$ cat src/hw/rtl/utf8_hangul_cyrillic_transliterator_top_assert.svh
// assertion macros for the transliterator top level
`ifndef UTF8_HANGUL_CYRILLIC_TRANSLITERATOR_TOP_ASSERT_SVH
`define UTF8_HANGUL_CYRILLIC_TRANSLITERATOR_TOP_ASSERT_SVH

// property that must hold on every clock edge outside reset
`define UHCT_ASSERT(label, clk, rst_n, prop, msg) \
    label: assert property (@(posedge clk) disable iff (!rst_n) (prop)) else $error(msg);

// property checked also during reset
`define UHCT_ASSERT_ALWAYS(label, clk, prop, msg) \
    label: assert property (@(posedge clk) (prop)) else $error(msg);

`endif

$ cat src/hw/rtl/uhct_pkg.sv
`timescale 1ns / 1ps
// ----------------------------------------------------------------------------
// uhct_pkg
// shared types and constants of the hangul to cyrillic transliterator
// ----------------------------------------------------------------------------
package uhct_pkg;

    localparam int unsigned CpW = 21;

    localparam logic [CpW-1:0] HangulFirst = 21'h00AC00;
    localparam logic [CpW-1:0] HangulLast  = 21'h00D7A3;
    localparam logic [CpW-1:0] Replacement = 21'h00FFFD;
    localparam logic [7:0]     NewLine     = 8'h0A;

    // kind of work handed from front to back
    typedef enum logic [1:0] {
        K_NONE   = 2'd0,
        K_PLAIN  = 2'd1,
        K_HANGUL = 2'd2
    } t_kind;

    // one queue entry
    typedef struct packed {
        t_kind          kind;
        logic [CpW-1:0] cp;
        logic [4:0]     li;
        logic [4:0]     vi;
        logic [4:0]     ti;
        logic           eol;
    } t_job;

    typedef enum logic [2:0] {
        S_IDLE  = 3'd0,
        S_INIT  = 3'd1,
        S_VOWEL = 3'd2,
        S_FINAL = 3'd3,
        S_PLAIN = 3'd4,
        S_EOL   = 3'd5
    } t_bstate;

    // cyrillic letters are all in u+0400..u+047f: stored as low 7 bits
    function automatic logic [20:0] initial_letters(input logic [4:0] idx);
        logic [20:0] r;
        r = '0;
        case (idx)
            5'd0:  r = {7'h00, 7'h00, 7'h33};
            5'd1:  r = {7'h00, 7'h3A, 7'h3A};
            5'd2:  r = {7'h00, 7'h00, 7'h3D};
            5'd3:  r = {7'h00, 7'h00, 7'h34};
            5'd4:  r = {7'h00, 7'h42, 7'h42};
            5'd5:  r = {7'h00, 7'h00, 7'h40};
            5'd6:  r = {7'h00, 7'h00, 7'h3C};
            5'd7:  r = {7'h00, 7'h00, 7'h31};
            5'd8:  r = {7'h00, 7'h3F, 7'h3F};
            5'd9:  r = {7'h00, 7'h00, 7'h41};
            5'd10: r = {7'h00, 7'h41, 7'h41};
            5'd11: r = '0;
            5'd12: r = {7'h00, 7'h00, 7'h47};
            5'd13: r = {7'h00, 7'h47, 7'h47};
            5'd14: r = {7'h00, 7'h45, 7'h47};
            5'd15: r = {7'h00, 7'h00, 7'h3A};
            5'd16: r = {7'h00, 7'h00, 7'h42};
            5'd17: r = {7'h00, 7'h00, 7'h3F};
            5'd18: r = {7'h00, 7'h00, 7'h45};
            default: r = '0;
        endcase
        return r;
    endfunction

    function automatic logic [20:0] vowel_letters(input logic [4:0] idx);
        logic [20:0] r;
        r = '0;
        case (idx)
            5'd0:  r = {7'h00, 7'h00, 7'h30};
            5'd1:  r = {7'h00, 7'h00, 7'h4D};
            5'd2:  r = {7'h00, 7'h00, 7'h4F};
            5'd3:  r = {7'h00, 7'h00, 7'h35};
            5'd4:  r = {7'h00, 7'h00, 7'h3E};
            5'd5:  r = {7'h00, 7'h00, 7'h4D};
            5'd6:  r = {7'h00, 7'h00, 7'h51};
            5'd7:  r = {7'h00, 7'h00, 7'h35};
            5'd8:  r = {7'h00, 7'h00, 7'h3E};
            5'd9:  r = {7'h00, 7'h30, 7'h32};
            5'd10: r = {7'h00, 7'h4D, 7'h32};
            5'd11: r = {7'h00, 7'h35, 7'h32};
            5'd12: r = {7'h00, 7'h00, 7'h51};
            5'd13: r = {7'h00, 7'h00, 7'h43};
            5'd14: r = {7'h00, 7'h3E, 7'h32};
            5'd15: r = {7'h00, 7'h35, 7'h32};
            5'd16: r = {7'h00, 7'h38, 7'h32};
            5'd17: r = {7'h00, 7'h00, 7'h4E};
            5'd18: r = {7'h00, 7'h00, 7'h4B};
            5'd19: r = {7'h00, 7'h00, 7'h38};
            5'd20: r = {7'h00, 7'h00, 7'h38};
            default: r = '0;
        endcase
        return r;
    endfunction

    function automatic logic [20:0] final_letters(input logic [4:0] idx);
        logic [20:0] r;
        r = '0;
        case (idx)
            5'd0:  r = '0;
            5'd1:  r = {7'h00, 7'h00, 7'h3A};
            5'd2:  r = {7'h00, 7'h00, 7'h3A};
            5'd3:  r = {7'h00, 7'h41, 7'h3A};
            5'd4:  r = {7'h00, 7'h00, 7'h3D};
            5'd5:  r = {7'h36, 7'h34, 7'h3D};
            5'd6:  r = {7'h00, 7'h45, 7'h3D};
            5'd7:  r = {7'h00, 7'h00, 7'h42};
            5'd8:  r = {7'h00, 7'h4C, 7'h3B};
            5'd9:  r = {7'h3A, 7'h4C, 7'h3B};
            5'd10: r = {7'h3C, 7'h4C, 7'h3B};
            5'd11: r = {7'h31, 7'h4C, 7'h3B};
            5'd12: r = {7'h41, 7'h4C, 7'h3B};
            5'd13: r = {7'h42, 7'h4C, 7'h3B};
            5'd14: r = {7'h3F, 7'h4C, 7'h3B};
            5'd15: r = {7'h45, 7'h4C, 7'h3B};
            5'd16: r = {7'h00, 7'h00, 7'h3C};
            5'd17: r = {7'h00, 7'h00, 7'h3F};
            5'd18: r = {7'h00, 7'h41, 7'h3F};
            5'd19: r = {7'h00, 7'h00, 7'h42};
            5'd20: r = {7'h00, 7'h00, 7'h42};
            5'd21: r = {7'h00, 7'h00, 7'h3D};
            5'd22: r = {7'h00, 7'h00, 7'h42};
            5'd23: r = {7'h00, 7'h00, 7'h42};
            5'd24: r = {7'h00, 7'h00, 7'h3A};
            5'd25: r = {7'h00, 7'h00, 7'h42};
            5'd26: r = {7'h00, 7'h00, 7'h3F};
            5'd27: r = {7'h00, 7'h00, 7'h42};
            default: r = '0;
        endcase
        return r;
    endfunction

endpackage

$ cat src/hw/rtl/uhct_front.sv
`timescale 1ns / 1ps
// ----------------------------------------------------------------------------
// uhct_front
// utf-8 decode and hangul split; produces one job per input byte
// ----------------------------------------------------------------------------
module uhct_front (
    input  logic          i_clk,
    input  logic          i_rst_n,
    input  logic          i_valid,
    output logic          o_ready,
    input  logic [7:0]    i_byte,
    input  logic          i_eol,
    output logic          o_job_valid,
    input  logic          i_job_ready,
    output uhct_pkg::t_job o_job
);

    // stage 0: decoder state, stage 1: offset split, stage 2: hangul indices
    logic [20:0] r_cp, n_cp;
    logic [1:0]  r_rem, n_rem;
    logic        r_brk, n_brk;

    logic        r_v1;
    logic        r_emit1;
    logic [20:0] r_cp1;
    logic        r_eol1;

    logic        w_emit;
    logic [20:0] w_ecp;
    logic        w_take;
    logic        w_adv1;

    // second stage: divide offset by 28 by reciprocal
    logic [13:0] w_s;
    logic [29:0] w_q28p;
    logic [9:0]  w_q28;
    logic [13:0] w_r28;
    logic [9:0]  w_q28c;
    logic [4:0]  w_ti;
    logic        w_hang;

    logic        r_v2;
    uhct_pkg::t_job r_job2;
    logic [9:0]  r_lv;
    logic [9:0]  w_lv;
    logic [21:0] w_q21p;
    logic [4:0]  w_li;
    logic [9:0]  w_r21;
    logic [4:0]  w_li2;
    logic [4:0]  w_vi;

    assign w_adv1 = !r_v2 || i_job_ready;
    assign o_ready = !r_v1 || w_adv1;
    assign w_take = i_valid && o_ready;

    always_comb begin
        n_cp   = r_cp;
        n_rem  = r_rem;
        n_brk  = r_brk;
        w_emit = 1'b0;
        w_ecp  = {13'd0, i_byte};
        if (r_rem == 2'd0) begin
            if (!i_byte[7]) begin
                w_emit = 1'b1;
            end else if (i_byte[7:5] == 3'b110) begin
                n_cp = {16'd0, i_byte[4:0]}; n_rem = 2'd1; n_brk = 1'b0;
            end else if (i_byte[7:4] == 4'b1110) begin
                n_cp = {17'd0, i_byte[3:0]}; n_rem = 2'd2; n_brk = 1'b0;
            end else if (i_byte[7:3] == 5'b11110) begin
                n_cp = {18'd0, i_byte[2:0]}; n_rem = 2'd3; n_brk = 1'b0;
            end
        end else begin
            if (!r_brk) begin
                if (i_byte[7:6] != 2'b10) begin
                    n_cp  = uhct_pkg::Replacement;
                    n_brk = 1'b1;
                end else begin
                    n_cp = {r_cp[14:0], i_byte[5:0]};
                end
            end
            n_rem = r_rem - 2'd1;
            if (n_rem == 2'd0) begin
                w_emit = 1'b1;
                w_ecp  = n_cp;
            end
        end
        if (i_eol && n_rem != 2'd0) begin
            n_rem = 2'd0; n_cp = '0; n_brk = 1'b0;
        end
    end

    always_ff @(posedge i_clk) begin
        if (!i_rst_n) begin
            r_cp <= '0; r_rem <= '0; r_brk <= 1'b0; r_v1 <= 1'b0; r_v2 <= 1'b0;
        end else begin
            if (w_take) begin
                r_cp <= n_cp; r_rem <= n_rem; r_brk <= n_brk;
            end
            if (o_ready) r_v1 <= i_valid;
            if (w_adv1) r_v2 <= r_v1;
        end
    end

    always_ff @(posedge i_clk) begin
        if (w_take) begin
            r_emit1 <= w_emit; r_cp1 <= w_ecp; r_eol1 <= i_eol;
        end
    end

    assign w_hang = r_emit1 && r_cp1 >= uhct_pkg::HangulFirst
                    && r_cp1 <= uhct_pkg::HangulLast;
    assign w_s    = 14'(r_cp1 - uhct_pkg::HangulFirst);
    // 37450/2^20 ~ 1/28, exact floor over the syllable range
    assign w_q28p = 30'(w_s) * 30'd37450;
    assign w_q28  = w_q28p[29:20];
    assign w_r28  = w_s - 14'(w_q28) * 14'd28;
    assign w_q28c = (w_r28 >= 14'd28) ? w_q28 + 10'd1 : w_q28;
    assign w_ti   = (w_r28 >= 14'd28) ? 5'(w_r28 - 14'd28) : w_r28[4:0];

    always_ff @(posedge i_clk) begin
        if (w_adv1 && r_v1) begin
            r_job2.kind <= !r_emit1 ? uhct_pkg::K_NONE
                         : (w_hang ? uhct_pkg::K_HANGUL : uhct_pkg::K_PLAIN);
            r_job2.cp   <= r_cp1;
            r_job2.li   <= '0;
            r_job2.vi   <= w_q28c[4:0];
            r_job2.ti   <= w_ti;
            r_job2.eol  <= r_eol1;
            r_lv        <= w_q28c;
        end
    end

    // lv = li*21 + vi, below 399; 3121/65536 ~ 1/21, exact floor here
    assign w_lv   = r_lv;
    assign w_q21p = 22'(w_lv) * 22'd3121;
    assign w_li   = w_q21p[20:16];
    assign w_r21  = w_lv - 10'(w_li) * 10'd21;
    assign w_li2  = (w_r21 >= 10'd21) ? w_li + 5'd1 : w_li;
    assign w_vi   = (w_r21 >= 10'd21) ? 5'(w_r21 - 10'd21) : w_r21[4:0];

    always_comb begin
        o_job    = r_job2;
        o_job.li = w_li2;
        o_job.vi = w_vi;
    end
    assign o_job_valid = r_v2;

endmodule

$ cat src/hw/rtl/uhct_queue.sv
`timescale 1ns / 1ps
// ----------------------------------------------------------------------------
// uhct_queue
// two-entry job queue between decoder and encoder
// ----------------------------------------------------------------------------
module uhct_queue (
    input  logic           i_clk,
    input  logic           i_rst_n,
    input  logic           i_valid,
    output logic           o_ready,
    input  uhct_pkg::t_job i_job,
    output logic           o_valid,
    input  logic           i_ready,
    output uhct_pkg::t_job o_job
);

    uhct_pkg::t_job r_mem [2];
    logic       r_wp, r_rp;
    logic [1:0] r_cnt;
    logic       w_wr, w_rd;

    assign o_ready = r_cnt != 2'd2;
    assign o_valid = r_cnt != 2'd0;
    assign w_wr = i_valid && o_ready;
    assign w_rd = o_valid && i_ready;
    assign o_job = r_mem[r_rp];

    always_ff @(posedge i_clk) begin
        if (!i_rst_n) begin
            r_wp <= 1'b0; r_rp <= 1'b0; r_cnt <= '0;
        end else begin
            if (w_wr) r_wp <= ~r_wp;
            if (w_rd) r_rp <= ~r_rp;
            r_cnt <= r_cnt + {1'b0, w_wr} - {1'b0, w_rd};
        end
    end

    always_ff @(posedge i_clk) begin
        if (w_wr) r_mem[r_wp] <= i_job;
    end

endmodule

$ cat src/hw/rtl/uhct_back.sv
`timescale 1ns / 1ps
// ----------------------------------------------------------------------------
// uhct_back
// utf-8 encoder sequencer; while the output is not stalled, at most one output byte per cycle
// ----------------------------------------------------------------------------
module uhct_back (
    input  logic           i_clk,
    input  logic           i_rst_n,
    input  logic           i_valid,
    output logic           o_ready,
    input  uhct_pkg::t_job i_job,
    output logic           o_tvalid,
    input  logic           i_tready,
    output logic [7:0]     o_byte,
    output logic           o_last
);

    uhct_pkg::t_bstate r_st, n_st;
    uhct_pkg::t_job    r_job;
    logic [20:0] r_let;       // letter list of current part
    logic [1:0]  r_li, n_li;  // letter index
    logic [1:0]  r_bi, n_bi;  // byte index within letter or plain code point
    logic        r_ov;
    logic [7:0]  r_ob;
    logic        r_ol;

    logic        w_load, w_step, w_free;
    logic [6:0]  w_cur;
    logic [6:0]  w_next;
    logic [1:0]  w_nb;
    logic [7:0]  w_pb;
    logic [20:0] w_cp;
    logic        w_more;
    logic [20:0] w_vlet, w_flet;
    logic [6:0]  w_f0;
    logic        w_last;

    assign w_free = !r_ov || i_tready;
    assign o_ready = (r_st == uhct_pkg::S_IDLE);
    assign w_load = i_valid && o_ready;
    assign w_step = w_free && r_st != uhct_pkg::S_IDLE;

    assign w_cp = r_job.cp;
    always_comb begin
        w_cur = r_let[7*r_li +: 7];
        w_next = (r_li == 2'd2) ? 7'd0 : r_let[7*(r_li + 2'd1) +: 7];
        w_vlet = uhct_pkg::vowel_letters(r_job.vi);
        w_flet = uhct_pkg::final_letters(r_job.ti);
        w_f0 = w_flet[6:0];
        w_nb = w_cp <= 21'h7F ? 2'd0 : w_cp <= 21'h7FF ? 2'd1
             : w_cp <= 21'hFFFF ? 2'd2 : 2'd3;
        case (r_bi)
            2'd0: w_pb = w_nb == 2'd0 ? {1'b0, w_cp[6:0]}
                       : w_nb == 2'd1 ? {3'b110, w_cp[10:6]}
                       : w_nb == 2'd2 ? {4'b1110, w_cp[15:12]}
                       : {5'b11110, w_cp[20:18]};
            2'd1: w_pb = w_nb == 2'd1 ? {2'b10, w_cp[5:0]}
                       : w_nb == 2'd2 ? {2'b10, w_cp[11:6]} : {2'b10, w_cp[17:12]};
            2'd2: w_pb = w_nb == 2'd2 ? {2'b10, w_cp[5:0]} : {2'b10, w_cp[11:6]};
            default: w_pb = {2'b10, w_cp[5:0]};
        endcase
    end

    // next state
    always_comb begin
        n_st = r_st;
        n_li = r_li;
        n_bi = r_bi;
        w_more = 1'b0;
        case (r_st)
            uhct_pkg::S_IDLE: begin
                n_li = '0; n_bi = '0;
                if (w_load) begin
                    case (i_job.kind)
                        uhct_pkg::K_PLAIN:  n_st = uhct_pkg::S_PLAIN;
                        uhct_pkg::K_HANGUL: n_st = uhct_pkg::S_INIT;
                        default: n_st = i_job.eol ? uhct_pkg::S_EOL : uhct_pkg::S_IDLE;
                    endcase
                end
            end
            uhct_pkg::S_PLAIN: if (w_step) begin
                if (r_bi == w_nb) begin
                    n_st = r_job.eol ? uhct_pkg::S_EOL : uhct_pkg::S_IDLE;
                end else begin
                    n_bi = r_bi + 2'd1;
                end
            end
            uhct_pkg::S_INIT, uhct_pkg::S_VOWEL, uhct_pkg::S_FINAL: if (w_step) begin
                // cyrillic letters take two bytes each
                if (r_st == uhct_pkg::S_INIT && w_cur == 7'd0) begin
                    n_st = uhct_pkg::S_VOWEL; n_li = '0;
                end else if (r_bi == 2'd0) begin
                    n_bi = 2'd1;
                end else begin
                    n_bi = '0;
                    w_more = w_next != 7'd0;
                    if (w_more) begin
                        n_li = r_li + 2'd1;
                    end else begin
                        n_li = '0;
                        case (r_st)
                            uhct_pkg::S_INIT:  n_st = uhct_pkg::S_VOWEL;
                            uhct_pkg::S_VOWEL: n_st = (w_f0 != 7'd0) ? uhct_pkg::S_FINAL
                                : (r_job.eol ? uhct_pkg::S_EOL : uhct_pkg::S_IDLE);
                            default: n_st = r_job.eol ? uhct_pkg::S_EOL : uhct_pkg::S_IDLE;
                        endcase
                    end
                end
            end
            uhct_pkg::S_EOL: if (w_step) n_st = uhct_pkg::S_IDLE;
            default: n_st = uhct_pkg::S_IDLE;
        endcase
    end

    // outputs of the current step
    always_comb begin
        w_last = 1'b0;
        case (r_st)
            uhct_pkg::S_PLAIN: w_last = (r_bi == w_nb) && !r_job.eol;
            uhct_pkg::S_FINAL: w_last = r_bi == 2'd1 && w_next == 7'd0 && !r_job.eol;
            uhct_pkg::S_VOWEL: w_last = r_bi == 2'd1 && w_next == 7'd0 && w_f0 == 7'd0
                                        && !r_job.eol;
            uhct_pkg::S_EOL:   w_last = 1'b1;
            default: w_last = 1'b0;
        endcase
    end

    logic w_emit_step;
    logic [7:0] w_ob;
    always_comb begin
        w_emit_step = 1'b0;
        w_ob = w_pb;
        case (r_st)
            uhct_pkg::S_PLAIN, uhct_pkg::S_EOL: w_emit_step = w_step;
            uhct_pkg::S_INIT, uhct_pkg::S_VOWEL, uhct_pkg::S_FINAL:
                w_emit_step = w_step && !(r_st == uhct_pkg::S_INIT && w_cur == 7'd0);
            default: w_emit_step = 1'b0;
        endcase
        if (r_st == uhct_pkg::S_EOL) begin
            w_ob = uhct_pkg::NewLine;
        end else if (r_st != uhct_pkg::S_PLAIN) begin
            w_ob = r_bi == 2'd0 ? {7'b1101000, w_cur[6]} : {2'b10, w_cur[5:0]};
        end
    end

    always_ff @(posedge i_clk) begin
        if (!i_rst_n) begin
            r_st <= uhct_pkg::S_IDLE; r_li <= '0; r_bi <= '0; r_ov <= 1'b0;
        end else begin
            r_st <= n_st; r_li <= n_li; r_bi <= n_bi;
            if (w_emit_step) r_ov <= 1'b1;
            else if (i_tready) r_ov <= 1'b0;
        end
    end

    always_ff @(posedge i_clk) begin
        if (w_load) begin
            r_job <= i_job;
            r_let <= uhct_pkg::initial_letters(i_job.li);
        end else if (w_step && n_st != r_st) begin
            r_let <= (n_st == uhct_pkg::S_VOWEL) ? w_vlet : w_flet;
        end
        if (w_emit_step) begin
            r_ob <= w_ob; r_ol <= w_last;
        end
    end

    assign o_tvalid = r_ov;
    assign o_byte = r_ob;
    assign o_last = r_ol;

endmodule

$ cat src/hw/rtl/utf8_hangul_cyrillic_transliterator_top.sv
`timescale 1ns / 1ps
// ----------------------------------------------------------------------------
// utf8_hangul_cyrillic_transliterator_top
// utf-8 in, hangul syllables turned into cyrillic letters, utf-8 out
// ----------------------------------------------------------------------------
//  channel  | dir | tdata             | tuser | tlast
//  s_axis   | in  | [7:0] in byte     | -     | line end
//  m_axis   | out | [7:0] out byte    | -     | last byte of this item
//
// each item is first loaded by the encoder sequencer, which then sends the output
// bytes it causes (up to fifteen) one by one; for a syllable with a silent
// initial it also spends a step of its own skipping it
// the decoder takes two register stages and hands jobs through a two-entry queue
// reset is synchronous active low and clears decoder state and all valids
// a stall at the output holds the encoder, then the queue, then the input
`include "utf8_hangul_cyrillic_transliterator_top_assert.svh"
module utf8_hangul_cyrillic_transliterator_top (
    input  logic       i_clk,
    input  logic       i_rst_n,
    input  logic       s_axis_tvalid,
    output logic       s_axis_tready,
    input  logic [7:0] s_axis_tdata,   // [7:0] in_byte
    input  logic       s_axis_tlast,
    output logic       m_axis_tvalid,
    input  logic       m_axis_tready,
    output logic [7:0] m_axis_tdata,   // [7:0] out_byte
    output logic       m_axis_tlast
);

    logic           w_fv, w_fr, w_bv, w_br;
    uhct_pkg::t_job w_fj, w_bj;

    // front: decode and split
    uhct_front u_front (
        .i_clk, .i_rst_n,
        .i_valid(s_axis_tvalid), .o_ready(s_axis_tready),
        .i_byte(s_axis_tdata), .i_eol(s_axis_tlast),
        .o_job_valid(w_fv), .i_job_ready(w_fr), .o_job(w_fj)
    );

    // decoupling queue
    uhct_queue u_queue (
        .i_clk, .i_rst_n,
        .i_valid(w_fv), .o_ready(w_fr), .i_job(w_fj),
        .o_valid(w_bv), .i_ready(w_br), .o_job(w_bj)
    );

    // back: encode bytes
    uhct_back u_back (
        .i_clk, .i_rst_n,
        .i_valid(w_bv), .o_ready(w_br), .i_job(w_bj),
        .o_tvalid(m_axis_tvalid), .i_tready(m_axis_tready),
        .o_byte(m_axis_tdata), .o_last(m_axis_tlast)
    );

    // a held output byte must not change
    `UHCT_ASSERT(a_out_hold, i_clk, i_rst_n,
        m_axis_tvalid && !m_axis_tready |=> m_axis_tvalid && $stable(m_axis_tdata),
        "output byte changed while stalled")
    // a hangul job at the queue head carries an initial index in range
    `UHCT_ASSERT(a_queue_kind, i_clk, i_rst_n,
        w_bv |-> (w_bj.kind != uhct_pkg::K_HANGUL || w_bj.li < 5'd19),
        "hangul initial index out of range")
    // nothing valid right after reset
    `UHCT_ASSERT_ALWAYS(a_reset, i_clk, !i_rst_n |=> !m_axis_tvalid && !w_bv,
        "valid after reset")

endmodule

$ cat config.mk
export PLATFORM = sky130hd
export DESIGN_NAME = utf8_hangul_cyrillic_transliterator_top
export DESIGN_NICKNAME = d
export VERILOG_FILES = /design/src/hw/rtl/uhct_pkg.sv /design/src/hw/rtl/uhct_front.sv /design/src/hw/rtl/uhct_queue.sv /design/src/hw/rtl/uhct_back.sv /design/src/hw/rtl/utf8_hangul_cyrillic_transliterator_top.sv
export VERILOG_INCLUDE_DIRS = /design/src /design/src/hw/rtl
export SDC_FILE = /design/constraint.sdc
export NUM_CORES = 1
export LEC_CHECK = 0
export ABC_CLOCK_PERIOD_IN_PS = 11070
export BUFFER_PORTS_ARGS = -buffer_cell sky130_fd_sc_hd__buf_2
export CAP_MARGIN = 25
export CORE_MARGIN = 4
export CORE_UTILIZATION = 46
export CTS_CLUSTER_SIZE = 30
export DETAILED_ROUTE_END_ITERATION = 16
export MAX_ROUTING_LAYER = met4
export REMOVE_ABC_BUFFERS = 1
export SYNTH_ARGS = -nofsm -noshare
export SYNTH_HDL_FRONTEND = slang
export SYNTH_SLANG_ARGS = --single-unit
$ cat constraint.sdc
create_clock -name i_clk -period 11.07 [get_ports i_clk]
set_clock_uncertainty 0.05 [all_clocks]
set_input_delay 2.214 -clock i_clk [delete_from_list [all_inputs] [get_ports i_clk]]
set_output_delay 2.214 -clock i_clk [all_outputs]
set_load 0.03 [all_outputs]
==> results.ini, run 1 <==
[setup_path]
arrival_ns=10.52
endpoint_kind=flop
slowest_stage=o31ai_1
crit_type=reg -> reg
reg2reg_depth=36
cp_data_required_time_ns=11.30
critPathMaxStageDelay_ns=0.59
r2r_end=u_front.r_lv[5]
crit_top_cell=fa_1
critPathLaunchType=flop
rrSetupSlack_ns=0.78
crit-reg2reg-launch=u_front.r_cp1[10]
critPathMaxFanout=14

[detailed_routing]
drt_pass1_iterations=4
drt_wl_total_um=36300
drc=0
drt_iter0_markers=743
vias_per_cell=5.41
route.antenna.remaining_nets=0
vias=12400
wl_per_cell_um=15.9

[cts]
post_cts_buffers=0
clock_path_buffers=3
cts_resized=0
cts_max_level=1
numCtsBuffers=28
clk_pin_slew_ns=0.06
ctsHoldBuffers=0
cts_tree=done
insertion_delay_ns=0.54
clock_sinks=260
cts_root_buf=clkbuf_16

[synthesis]
synth_area_leaders=edfxtp_1, ha_1, dfxtp_1
synth_warnings=0
synth_edf_count=192
synth_cell_types=82
synth_mux_area_frac=0.0443
synth_top_cell_area_share=0.321
synth_top_family_by_area=adder cells
ys_ff_latch=260
synth_top_area_cell=edfxtp_1
synthArstFlopShare=0
yosys.area_share.simple=0.109
ys.flop_type=edfxtp_1
yosys.area_share.adder=0.229
synth_seq_area_share=0.396
avgSynthCellArea_um2=10.4
synth_compound_area_frac=0.137
postSynthCellCount=1722
syn_area_mm2=0.0180
yosys.area_share.xor_xnor=0.0346

[grt]
grt_pass1_vias=12200
grt_usage=0.178
grt_pass1_wl_um=60700
grt_max_degree=41
gr-total-overflow=0
antenna_found_initial=0

[finish]
final_cells=2283
final_area_mm2=0.0196
synthToLayoutAreaGrowth_pct=8.88
drive_above_1_share=0.0867
layout_commonest_cell=ha_1
final_nets=2053
antennaDiodeCount=0
most-common-layout-cells=ha_1, edfxtp_1, inv_1

[floorplan]
initial_core_util=0.465
die_w_um=206
dieArea_mm2=0.0423
die_height_um=206
fp-row-count=72
pin_count=24
core_mm2=0.0386

[outcome]
status=complete, no violations

[hold_path]
hold_end=u_queue.r_mem[1][29]
hold_start=u_front.o_job[29]
hold_class=reg -> reg
min_path_cells=0

[placement]
place_ws_ns=0.846
dpl.hpwl_um=27700
place.gp.congestion=0.846
dp_cells=2230
placed_cell_area_mm2=0.0187
port-buffer-count=23

[flow_run]
drv_cap=0

[sta]
finalHoldViolCount=0
finalWorstSetupSlack_ns=0.779
period_share=0.930
finalMaxSlewViolations=0
fmax_mhz=97.2
fin_crit_ns=10.29
worstMarginPinSlew_ns=1.04
setup_tns_ns=0
slew_headroom=0.285
finalSetupViolCount=0
rsz0062_at_grt=false

Yosys cell counts (all sizes together), types with 5 or more instances:
cell type / n
a2111oi: 5
a211oi: 9
a21boi: 7
a21o: 23
a21oi: 111
a22oi: 16
a31oi: 8
and2: 17
and3: 8
buf: 10
clkbuf: 34
dfxtp: 68
edfxtp: 192
fa: 51
ha: 246
inv: 191
mux2: 36
mux2i: 39
nand2: 119
nand2b: 11
nand3: 23
nand3b: 6
nand4: 12
nor2: 111
nor2b: 19
nor3: 25
nor3b: 8
nor4: 11
o211ai: 5
o21a: 11
o21ai: 104
o21bai: 14
o221a: 10
o22a: 6
o22ai: 8
o31ai: 6
or2: 8
xnor2: 49
xor2: 22
worst max path at each step:
stage | startpoint | endpoint | slack, ns | depth (start not counted)
floorplan | u_front.r_cp1[10] | u_front.r_lv[5] | 1.54 | 37
global placement | u_front.r_cp1[10] | u_front.r_lv[5] | 0.94 | 36
detailed placement | u_front.r_cp1[10] | u_front.r_lv[5] | 0.85 | 36
CTS | u_front.r_cp1[10] | u_front.r_lv[5] | 0.76 | 36
global route | u_front.r_cp1[12] | u_front.r_lv[9] | 0.08 | 36
finish | u_front.r_cp1[10] | u_front.r_lv[5] | 0.78 | 36
area by class of cell:
type / count / area, µm²
fillers: 3473 / 19100
multi-input cells: 1227 / 9960
flip-flops and latches: 260 / 7130
clock buffers: 43 / 848
inverters: 191 / 717
well taps: 518 / 648
repair buffers: 35 / 218
clock inverters: 9 / 52.6
flip-flops by register name, summed over array words and instances, names as in the netlist, 2 cells and up, named ones only:
signal         count
u_front.r_rem      2
u_front.r_lv      10
u_back.r_bi        2
u_queue.r_mem     74
u_back.w_cp       21
u_queue.r_cnt      2
u_front.r_cp1     21
u_back.r_job       9
u_back.w_flet     16
u_back.w_vlet     13
u_back.r_st        3
u_front.o_job     27
u_back.r_let      19
u_back.o_byte      8
u_front.r_cp      21
u_back.r_li        2
critical path, delay by kind of cell (launching register included):
| kind | cells | cell delay (ns) |
|---|---|---|
| DFF | 1 | 0.45 |
| adders and majority gates | 11 | 4.42 |
| and+or+nand+nor | 5 | 1.25 |
| xor gates and xnor gates | 4 | 0.87 |
| AOI/OAI and AO/OA | 12 | 2.67 |
| buffers and inverters | 4 | 0.30 |
routing by layer:
layer / part of all wire / routed length [µm] / GRT usage
met3: 0.033 / 1190 / 0.0202
met4: 0.014 / 521 / 0.0297
met2: 0.47 / 17300 / 0.292
met5: 0 / 0 / -
met1: 0.48 / 17400 / 0.243
stage by stage:
stage | utilization | hold slack (ns)
floorplan | - | 0.350
global placement | 0.483 | 0.372
detailed placement | 0.483 | 0.381
CTS | 0.506 | 0.391
global route | 0.506 | 0.406
finish | 0.506 | 0.393
kinds of logic (layout without fill, tap and decap cells):
family,count (synthesis),in the layout
buf+inv,235,278
flops,260,260
mux,75,75
simple gates,400,400
fa+ha+maj,298,298
compound gates,383,383
xor+xnor,71,71
Power of run 1 is left out: the tool's default activity adds up to more than one toggle a clock period on the data nets, which glitch-free logic cannot reach.
==> run 2: changes to the inputs <==
Settings changed: CORE_UTILIZATION 46 to 55, PLACE_DENSITY set to 0.71.
==> run 2 against run 1 <==
Net effect:
- non-clock buffer count is the same
- die area shrank 16%
- setup slack lost 0.028 ns
- final cell count shrank 3.8%
- fmax shrank 0.27%
- global-route usage grew 2.6 points
- design area shrank 0.42%
- worst hold slack lost 0.018 ns
- first-iteration DRC count grew 7.3%
- count of clock-buffer cells in the layout shrank 8
- critical path depth shrank 1
- register-to-register slack lost 0.03 ns
- critical endpoint unchanged
- highest routed layer unchanged
==> results.ini, run 2 (synthesis results as in run 1) <==
[outcome]
status=complete, no violations

[finish]
largest_register_ffs=74  ; unchanged
drive_above_1_share=0.0863  ; -0.000420
synthToLayoutAreaGrowth_pct=8.43
final_cells=2197  ; -3.8%
most-common-layout-cells=ha_1, edfxtp_1, inv_1
regMostFlops=u_queue.r_mem
antennaDiodeCount=0  ; unchanged
layout_commonest_cell=ha_1
final_nets=2052  ; -0.049%

[sta]
slew_headroom=0.364  ; +0.0800
rsz0062_at_grt=false
finalMaxSlewViolations=0  ; unchanged
finalHoldViolCount=0  ; unchanged
period_share=0.932  ; +0.00256
fin_crit_ns=10.32  ; +0.0283 ns
setup_tns_ns=0  ; unchanged
worstMarginPinSlew_ns=0.952  ; -0.0911 ns
finalSetupViolCount=0  ; unchanged
fmax_mhz=96.9  ; -0.27%

[flow_run]
drv_cap=0  ; unchanged

[detailed_routing]
vias=12600  ; +1.8%
routed.top_layer=met4
drc=0  ; unchanged
drt_pass1_iterations=8  ; +4
route.antenna.remaining_nets=0  ; unchanged
met1_length_um=16300  ; -6.2%
drt_iter0_markers=797  ; +7.3%
wl_met2_um=17000  ; -1.5%
drt_wl_total_um=35500  ; -2.2%
vias_per_cell=5.72  ; +5.7%
wl_per_cell_um=16.2  ; +1.6%
wl_met3_um=1480  ; +24%

[setup_path]
critPathMaxFanout=14  ; unchanged
critPathMaxStageDelay_ns=0.62  ; +0.03 ns
endpoint_kind=flop
crit_family=adder cells
crit_top_cell=fa_1
crit_type=reg -> reg
critPathLaunchType=flop
arrival_ns=10.52  ; about the same
slowest_stage=o31ai_1
crit-reg2reg-launch=u_front.r_cp1[10]
critPathLaunch=u_front.r_cp1[10]
cp_data_required_time_ns=11.27  ; -0.03 ns
cp_num_buf_inv=4  ; unchanged

[placement]
dpl.hpwl_um=26800  ; -3.2%
dp_cells=2146  ; -3.8%
port-buffer-count=23  ; unchanged
place.gp.congestion=0.890  ; +5.1%

[floorplan]
die_w_um=189  ; -8.2%
initial_core_util=0.564  ; +0.0987
dieArea_mm2=0.0356  ; -16%
pin_count=24  ; unchanged
core_mm2=0.0319  ; -18%
die_height_um=189  ; -8.2%
fp-row-count=65  ; -9.7%

[cts]
clock_path_buffers=3  ; unchanged
ctsHoldBuffers=0  ; unchanged
clock_sinks=260  ; unchanged
numCtsBuffers=27  ; -3.6%
cts_max_level=1  ; unchanged
cts_root_buf=clkbuf_16
insertion_delay_ns=0.52  ; -0.02 ns
clk_pin_slew_ns=0.06  ; about the same
cts_tree=done

[grt]
grt_pass1_wl_um=59900  ; -1.3%
antenna_found_initial=0  ; unchanged
grt_max_degree=41  ; unchanged
grt_usage=0.204  ; +0.0264
grt_pass1_vias=12400  ; +2.2%
gr-total-overflow=0  ; unchanged

[hold_path]
hold_start=u_front.r_eol1
hold_class=reg -> reg

[run 2: final timing paths]
| path | to | slack (ns) | cells after the start |
|---|---|---|---|
| worst max-delay path | u_front.r_lv[5] | 0.75 | 35 |
| worst min-delay path | u_front.o_job[0] | 0.37 | 0 |
| worst max register to register | u_front.r_lv[5] | 0.75 | 35 |
| worst min register to register | u_front.o_job[0] | 0.37 | 0 |
[run 2: cell type report]
type                    instances  area [µm²]
multi-input cells            1227        9970
fillers                      2642       12400
well taps                     435         544
inverters                     191         717
flip-flops and latches        260        7130
clock inverters                14         179
repair buffers                 35         218
clock buffers                  35         737
[run 2: stage by stage]
step | area [µm²] | util | setup WS [ns] | hold WS, ns
2_1_floorplan | 17800 | - | 1.54 | 0.350
3_3_place_gp | 18500 | 0.582 | 0.927 | 0.353
3_5_place_dp | 18500 | 0.582 | 0.718 | 0.364
4_1_cts | 19500 | 0.610 | 0.675 | 0.380
5_1_grt | 19500 | 0.611 | 0.0286 | 0.396
6_report | 19500 | 0.611 | 0.751 | 0.375
[run 2: timing repair]
action,in CTS,in global routing
endpoints found under the setup margin,0,1
resized for setup,0,1
buffers inserted,0,0
endpoints found under the hold margin,0,0
[run 2: worst register-to-register path: cells and delay by family (launching register included)]
family	cells	cell delay, ns
adder cells (fa/ha/maj)	11	4.50
AO/OA/AOI/OAI	11	2.42
XOR/XNOR	4	0.99
buffers and inverters	4	0.36
flip-flops	1	0.45
AND/OR/NAND/NOR	5	1.30
[run 2: metal layers]
layer	track usage	up-vias
met4	0.0502	0
met2	0.342	263
met1	0.269	6018
met5	-	-
li1	-	6233
met3	0.0228	57
Power of run 2 is left out for the same reason.
